$ cat src/rtl/icfr_pkg.sv
package icfr_pkg;

    // Frame kind as carried in the header of the first byte.
    typedef logic [1:0] kind_t;

    localparam kind_t KIND_INIT = 2'd0;
    localparam kind_t KIND_CONT = 2'd1;

    // Status reported on the last byte of a frame.
    typedef logic [1:0] status_t;

    localparam status_t STATUS_WAITING  = 2'd0;
    localparam status_t STATUS_COMPLETE = 2'd1;
    localparam status_t STATUS_SEQ_ERR  = 2'd2;
    localparam status_t STATUS_UNKNOWN  = 2'd3;

    // Byte position within a frame saturates at the top of an 11-bit counter.
    localparam int POS_W = 11;
    localparam logic [POS_W-1:0] POS_MAX = '1;

    // Bytes delivered by one frame; payload sizes are at most 1024.
    localparam int CHUNK_W = 11;

    // Message length, byte offsets and frame counts.
    localparam int LEN_W = 16;

endpackage

$ cat src/rtl/init_cont_frame_reassembler.sv
// The result of a request is registered at the clock edge that accepts it.
// Throughput: one request per cycle; a request is taken while the result register
// is empty or being drained in the same cycle, so a stalled output holds one result.
// The per-byte path is a 17-bit sequence compare, a min/subtract and an offset add.
// Reset clears all frame and message state and the result register's valid flag.
module init_cont_frame_reassembler #(
    parameter int INIT_PAYLOAD_BYTES = 57,
    parameter int CONT_PAYLOAD_BYTES = 59
) (
    input  logic                clk,
    input  logic                rst_n,

    input  logic                item_valid,
    output logic                item_ready,
    input  icfr_pkg::kind_t     kind,
    input  logic [31:0]         channel_id,
    input  logic [15:0]         byte_count,
    input  logic [15:0]         seq_number,
    input  logic [7:0]          data_byte,
    input  logic                last_in_frame,

    output logic                result_valid,
    input  logic                result_ready,
    output logic                byte_valid,
    output logic [15:0]         byte_offset,
    output logic [7:0]          byte_value,
    output logic                frame_done,
    output icfr_pkg::status_t   status,
    output logic [31:0]         channel_out
);

    import icfr_pkg::*;

    // Payload sizes at the widths of the length and chunk paths.
    localparam logic [LEN_W-1:0]   INIT_LEN   = LEN_W'(INIT_PAYLOAD_BYTES);
    localparam logic [LEN_W-1:0]   CONT_LEN   = LEN_W'(CONT_PAYLOAD_BYTES);
    localparam logic [LEN_W:0]     CONT_ROUND = (LEN_W + 1)'(CONT_PAYLOAD_BYTES - 1);

    // Ceiling division by the continuation size as a reciprocal multiply.
    // The numerator has 17 bits; the shift covers it plus the divisor's log2.
    localparam int               NUM_W     = LEN_W + 1;
    localparam int               DIV_SHIFT = NUM_W + $clog2(CONT_PAYLOAD_BYTES);
    localparam int               MULT_W    = NUM_W + 2;
    localparam int               PROD_W    = NUM_W + MULT_W;
    localparam logic [MULT_W-1:0] DIV_MULT =
        MULT_W'(((64'd1 << DIV_SHIFT) + 64'(CONT_PAYLOAD_BYTES) - 64'd1)
                / 64'(CONT_PAYLOAD_BYTES));

    // Message and frame state.
    logic [31:0]        current_channel_reg, current_channel_next;
    logic [LEN_W-1:0]   message_length_reg, message_length_next;
    logic [LEN_W-1:0]   bytes_so_far_reg, bytes_so_far_next;
    logic [LEN_W-1:0]   conts_expected_reg, conts_expected_next;
    logic [LEN_W-1:0]   conts_received_reg, conts_received_next;
    logic [POS_W-1:0]   pos_in_frame_reg, pos_in_frame_next;
    kind_t              frame_kind_held_reg, frame_kind_held_next;
    logic               frame_rejected_reg, frame_rejected_next;
    logic [CHUNK_W-1:0] frame_chunk_reg, frame_chunk_next;

    // Result register.
    logic               result_valid_reg;
    logic               byte_valid_reg, byte_valid_next;
    logic [15:0]        byte_offset_reg, byte_offset_next;
    logic [7:0]         byte_value_reg, byte_value_next;
    logic               frame_done_reg;
    status_t            status_reg, status_next;
    logic [31:0]        channel_out_reg;

    logic               accept;
    logic               first_byte;
    logic               seq_ok;
    logic [LEN_W-1:0]   init_chunk;
    logic [LEN_W-1:0]   remaining;
    logic [LEN_W-1:0]   cont_chunk;
    logic [LEN_W-1:0]   rest_len;
    logic [NUM_W-1:0]   div_num;
    logic [PROD_W-1:0]  div_prod;
    logic [LEN_W-1:0]   conts_for_len;
    logic [LEN_W-1:0]   received_inc;
    logic               in_chunk;

    // A request enters whenever the result register is free or drains now.
    assign item_ready = !result_valid_reg || result_ready;
    assign accept     = item_valid && item_ready;
    assign first_byte = (pos_in_frame_reg == '0);

    // Continuation frames due for the new length, rounded up.
    always_comb
    begin
        rest_len      = (byte_count > INIT_LEN) ? (byte_count - INIT_LEN) : '0;
        div_num       = {1'b0, rest_len} + CONT_ROUND;
        div_prod      = PROD_W'(div_num) * PROD_W'(DIV_MULT);
        conts_for_len = LEN_W'(div_prod >> DIV_SHIFT);
    end

    // Chunk sizes for an init frame and for an accepted continuation frame.
    always_comb
    begin
        init_chunk   = (byte_count < INIT_LEN) ? byte_count : INIT_LEN;
        remaining    = (message_length_reg > bytes_so_far_reg)
                       ? (message_length_reg - bytes_so_far_reg) : '0;
        cont_chunk   = (remaining < CONT_LEN) ? remaining : CONT_LEN;
        seq_ok       = ({1'b0, seq_number} == ({1'b0, conts_received_reg} + 17'd1));
        received_inc = conts_received_reg + 16'd1;
    end

    // Frame header handling on the first byte, then delivery and frame end.
    always_comb
    begin
        current_channel_next = current_channel_reg;
        message_length_next  = message_length_reg;
        bytes_so_far_next    = bytes_so_far_reg;
        conts_expected_next  = conts_expected_reg;
        conts_received_next  = conts_received_reg;
        frame_kind_held_next = frame_kind_held_reg;
        frame_rejected_next  = frame_rejected_reg;
        frame_chunk_next     = frame_chunk_reg;
        byte_valid_next      = 1'b0;
        byte_offset_next     = '0;
        byte_value_next      = '0;
        status_next          = STATUS_WAITING;

        // The first byte fixes the frame kind and samples the header.
        if (first_byte)
        begin
            frame_kind_held_next = kind;
            frame_rejected_next  = 1'b0;
            frame_chunk_next     = '0;
            if (kind == KIND_INIT)
            begin
                current_channel_next = channel_id;
                message_length_next  = byte_count;
                conts_expected_next  = conts_for_len;
                conts_received_next  = '0;
                bytes_so_far_next    = init_chunk;
                frame_chunk_next     = CHUNK_W'(init_chunk);
            end
            else if (kind == KIND_CONT)
            begin
                if (!seq_ok)
                begin
                    frame_rejected_next = 1'b1;
                end
                else
                begin
                    frame_chunk_next = CHUNK_W'(cont_chunk);
                end
            end
        end

        in_chunk = (pos_in_frame_reg < frame_chunk_next);

        // Deliver bytes that fall inside this frame's chunk.
        if (frame_kind_held_next == KIND_INIT)
        begin
            if (in_chunk)
            begin
                byte_valid_next  = 1'b1;
                byte_offset_next = LEN_W'(pos_in_frame_reg);
                byte_value_next  = data_byte;
            end
        end
        else if ((frame_kind_held_next == KIND_CONT) && !frame_rejected_next)
        begin
            if (in_chunk)
            begin
                byte_valid_next  = 1'b1;
                byte_offset_next = bytes_so_far_next + LEN_W'(pos_in_frame_reg);
                byte_value_next  = data_byte;
            end
        end

        // Frame end: report the status; an accepted continuation also advances the counts.
        if (last_in_frame)
        begin
            priority if (frame_kind_held_next == KIND_INIT)
            begin
                status_next = (conts_expected_next == conts_received_next)
                              ? STATUS_COMPLETE : STATUS_WAITING;
            end
            else if (frame_kind_held_next == KIND_CONT)
            begin
                if (frame_rejected_next)
                begin
                    status_next = STATUS_SEQ_ERR;
                end
                else
                begin
                    bytes_so_far_next   = bytes_so_far_next + LEN_W'(frame_chunk_next);
                    conts_received_next = received_inc;
                    status_next = (conts_expected_next == received_inc)
                                  ? STATUS_COMPLETE : STATUS_WAITING;
                end
            end
            else
            begin
                status_next = STATUS_UNKNOWN;
            end
            pos_in_frame_next = '0;
        end
        else
        begin
            pos_in_frame_next = (pos_in_frame_reg == POS_MAX)
                                ? POS_MAX : (pos_in_frame_reg + 1'b1);
        end
    end

    // State registers advance on each accepted request.
    always_ff @(posedge clk or negedge rst_n)
    begin
        if (!rst_n)
        begin
            current_channel_reg <= '0;
            message_length_reg  <= '0;
            bytes_so_far_reg    <= '0;
            conts_expected_reg  <= '0;
            conts_received_reg  <= '0;
            pos_in_frame_reg    <= '0;
            frame_kind_held_reg <= KIND_INIT;
            frame_rejected_reg  <= 1'b0;
            frame_chunk_reg     <= '0;
        end
        else if (accept)
        begin
            current_channel_reg <= current_channel_next;
            message_length_reg  <= message_length_next;
            bytes_so_far_reg    <= bytes_so_far_next;
            conts_expected_reg  <= conts_expected_next;
            conts_received_reg  <= conts_received_next;
            pos_in_frame_reg    <= pos_in_frame_next;
            frame_kind_held_reg <= frame_kind_held_next;
            frame_rejected_reg  <= frame_rejected_next;
            frame_chunk_reg     <= frame_chunk_next;
        end
    end

    // Result valid flag: set on accept, cleared when the result is taken.
    always_ff @(posedge clk or negedge rst_n)
    begin
        if (!rst_n)
        begin
            result_valid_reg <= 1'b0;
        end
        else if (accept)
        begin
            result_valid_reg <= 1'b1;
        end
        else if (result_ready)
        begin
            result_valid_reg <= 1'b0;
        end
    end

    // Result payload.
    always_ff @(posedge clk)
    begin
        if (accept)
        begin
            byte_valid_reg  <= byte_valid_next;
            byte_offset_reg <= byte_offset_next;
            byte_value_reg  <= byte_value_next;
            frame_done_reg  <= last_in_frame;
            status_reg      <= status_next;
            channel_out_reg <= current_channel_next;
        end
    end

    assign result_valid = result_valid_reg;
    assign byte_valid   = byte_valid_reg;
    assign byte_offset  = byte_offset_reg;
    assign byte_value   = byte_value_reg;
    assign frame_done   = frame_done_reg;
    assign status       = status_reg;
    assign channel_out  = channel_out_reg;

endmodule

$ cat config.mk
export PLATFORM = sky130hd
export DESIGN_NAME = init_cont_frame_reassembler
export DESIGN_NICKNAME = d
export VERILOG_FILES = /design/src/rtl/icfr_pkg.sv /design/src/rtl/init_cont_frame_reassembler.sv
export SDC_FILE = /design/constraint.sdc
export NUM_CORES = 1
export LEC_CHECK = 0
export BUFFER_PORTS_ARGS = -buffer_cell sky130_fd_sc_hd__clkbuf_2
export CAP_MARGIN = 20
export CELL_PAD_IN_SITES_DETAIL_PLACEMENT = 1
export CELL_PAD_IN_SITES_GLOBAL_PLACEMENT = 1
export CORE_AREA = 2 2 261 263
export CTS_BUF_LIST = sky130_fd_sc_hd__clkbuf_4 sky130_fd_sc_hd__clkbuf_8
export CTS_CLUSTER_SIZE = 28
export DETAILED_ROUTE_END_ITERATION = 10
export DIE_AREA = 0 0 263 265
export HOLD_SLACK_MARGIN = 0.02
export PLACE_DENSITY = 0.46
export SLEW_MARGIN = 20
export SYNTH_ARGS = -nofsm -noshare
export SYNTH_HDL_FRONTEND = slang
export SYNTH_SLANG_ARGS = --single-unit
export TNS_END_PERCENT = 30
$ cat constraint.sdc
create_clock -name clk -period 16.68 [get_ports clk]
set_input_delay 3.336 -clock clk [delete_from_list [all_inputs] [get_ports clk]]
set_output_delay 3.336 -clock clk [all_outputs]
set_load 0.02 [all_outputs]
==> results.md <==
* Final worst slack at 3790 ps
* Status: completed
* Area contributors post-synth: dfrtp_1, ha_1, edfxtp_1
* Worst setup EP type: flop
* Clock sink count at 182
* Synth Area in Compound Gates at 14.9%
* Post-CTS setup buffers at 0
* Post-Place Cell Area at 18300 µm²
* Critical Path AT at 13320 ps
* PortBufs at 140
* Die X at 263 µm
* P&R area growth vs syn at 12.6%
* Relative slew slack at 28.2%
* Post-route cell area at 18700 µm²
* Total number of vias at 13800
* WL final at 54900 µm
* Final TNS setup at 0 ps
* ANT nets after route at 0
* Sequential fraction of the synthesis area at 29.2%
* CTS H-tree lvls at 4
* DR WL/cell at 19.3 µm
* Netlist Area Pre-Place at 16600 µm²
* Worst Skew at 27.4 ps
* Mux contribution to synthesized area at 3.87%
* TritonCTS Buffers at 17
* Synth Area per Inst at 9.01 µm²
* Die Y at 265 µm
* Final Hold Slack at 475 ps
* Vias per cell at 4.84
* Simple-gate share of the synthesized area at 16.3%
* XOR/XNOR Fraction of Synth Area at 6.32%
* Drt first-iter violations at 680
* Cell repeated most along the worst path: inv_1
* Routability Congestion at 0.832
* Area leader, netlist: dfrtp_1
* Tcrit/Tclk final at 77.3%
* I/O pin cnt at 141
* Adder-Cell Fraction of Synth Area at 23.2%
* Cts-stage hold buffer count at 0
* CTS clk-pin slew, worst paths at 110 ps
* First-pass GRT wire length at 87200 µm
* Skew-Pair Late Insertion Delay at 580 ps
* Ys Warns at 0
* P per Cell Area at 217 nW/µm²
* Worst-case clock buffer depth at 2
* Drt pass-1 iters at 5
* Final count of negative-setup-slack endpoints at 0
* Core ar. at 66800 µm²
* Post-CTS sizing at 0
* Largest net degree at the start of global routing at 76
* CTS tree: yes
* RSZ-0062 raised after global routing: no
* Combinational family with the most area after synthesis: adder cells
* Top FF cell, synth: dfrtp_1
* Crit Path Category: input port to flop
* Initial antenna violation count at 3
* Leak at 8.75 nW
* Mapped Nets at 2186
* Die ar. at 69700 µm²
* Post-synthesis register bit count at 182
* Post-route DRC at 0
* Min Clock Period, post-route at 12890 ps
* Nets at 2300
* CP Data Required Time at 17110 ps
* Overflow after GRT at 0
* Pins Over Slew Limit at 0
* Max Cap Viol at 0
* CTS root buffer: clkbuf_8
* Synth cell types at 80
* Top cell type's share of synthesized area at 18.4%
* Max Clock Freq at 0.0776 GHz
* Total GRT Usage at 16.1%
* Slew @ Worst Pin at 1070 ps
* Vias in the first global route at 15100
* Layout cell share with drive strength beyond 1 at 13.9%
* DP Wirelength at 43500 µm
* Slowest-stage cell, CP: a211oi_1
* Critical path peak fanout at 11
* Startpoint Class: input port
* FFs w/ async S/R, synth at 67.0%
* Synthesized instance count at 1847
* Rows at 95
* Final Hold Fails at 0
* DP Worst Slack at 3250 ps
* Initial Util at 24.9%
* Peak VDD IR at 0.170 mV
* Number of flops mapped to enable cells by yosys at 60
* CP max stage delay at 670 ps
* Min-Delay Path Class: flop to flop
Yosys cell counts, types with 6 or more instances:
cell type / n
mux2i_1: 8
inv_1: 209
and2_1: 19
and3_1: 14
or3_1: 7
a31oi_1: 18
o21bai_1: 10
nor3_1: 28
nor2_1: 110
nand4_1: 21
nor4_1: 12
o2111ai_1: 6
mux2_2: 50
a211oi_1: 10
nand3_1: 37
clkbuf_1: 49
or4_1: 6
xnor2_1: 89
nand2b_1: 15
nor2b_1: 8
o21a_1: 14
a22oi_1: 13
a21boi_0: 6
fa_1: 79
or2_2: 9
a21o_1: 27
o21ai_0: 99
a211o_1: 8
nand2_1: 242
ha_1: 181
dfrtp_1: 122
xor2_1: 31
buf_2: 10
o211ai_1: 16
edfxtp_1: 60
a21oi_1: 87
nor3b_1: 21
metal layers:
metal / GRT usage [%] / vias up / share of wire [%]
met5: 0 / - / 0.035
met4: 4.56 / 4 / 1.7
met2: 28.3 / 158 / 50
li1: - / 6632 / -
met3: 2.71 / 52 / 2.7
met1: 20.2 / 6951 / 46
path summary, 6_finish.rpt:
check / slack [ps] / startpoint / depth (start not counted) / end
setup / recovery: 3790 / byte_count[11] / 35 / status[0]
hold / removal: 470 / frame_chunk_reg[3] / 2 / frame_chunk_reg[3]
setup reg to reg: 9950 / message_length_reg[0] / 27 / bytes_so_far_reg[12]
hold reg to reg: 470 / frame_chunk_reg[3] / 2 / frame_chunk_reg[3]
max in group asynchronous: 12570 / rst_n / 2 / current_channel_reg[31]
min in group asynchronous: 2810 / rst_n / 1 / conts_expected_reg[2]
placed cells by master (no fill, tap or decap), types with 60 or more instances in the layout:
cell and count:
nand2_1 242, ha_1 181, clkbuf_2 139, fa_1 79
xnor2_1 89, inv_1 209, a21oi_1 86, dfrtp_1 122
nor2_1 109, o21ai_0 98, edfxtp_1 60
cell type report:
type                    count  area (µm²)
fillers                  7822       48100
multi-input cells        1392       10800
flip-flops and latches    182        4850
well taps                 873        1090
repair buffers            158         842
inverters                 210         791
clock buffers              18         241
clock inverters            14         148
diodes                      1        2.50
kinds of logic after synthesis:
family / after synthesis
AOI/OAI and AO/OA: 381
xor gates and xnor gates: 120
adders and majority gates: 261
buffers and inverters: 273
DFF: 182
muxes: 58
and+or+nand+nor: 572
report_power, final:
part | switching (W) | total [W] | internal (W)
combinational | 0.00187 | 0.00305 | 0.00118
clock | 0.000195 | 0.000330 | 0.000136
sequential | 0.0000837 | 0.000680 | 0.000597
worst max-delay path, delay by kind of cell:
kind	cells	cell delay, ps
AOI/OAI and AO/OA	8	2350
xor gates and xnor gates	2	540
adders and majority gates	8	3310
buffers and inverters	8	880
muxes	1	180
and+or+nand+nor	8	2710
through the flow:
step / std cells / power, W / util [%]
3_5_place_dp: 2815 / 0.00378 / 27.5
6_report: 2848 / 0.00406 / 28.0
5_1_grt: 2848 / 0.00456 / 28.0
3_3_place_gp: 2815 / 0.00376 / 27.5
4_1_cts: 2847 / 0.00415 / 28.0
2_1_floorplan: 1847 / 0.00291 / -
No activity file was read; power rests on OpenSTA's default activity.
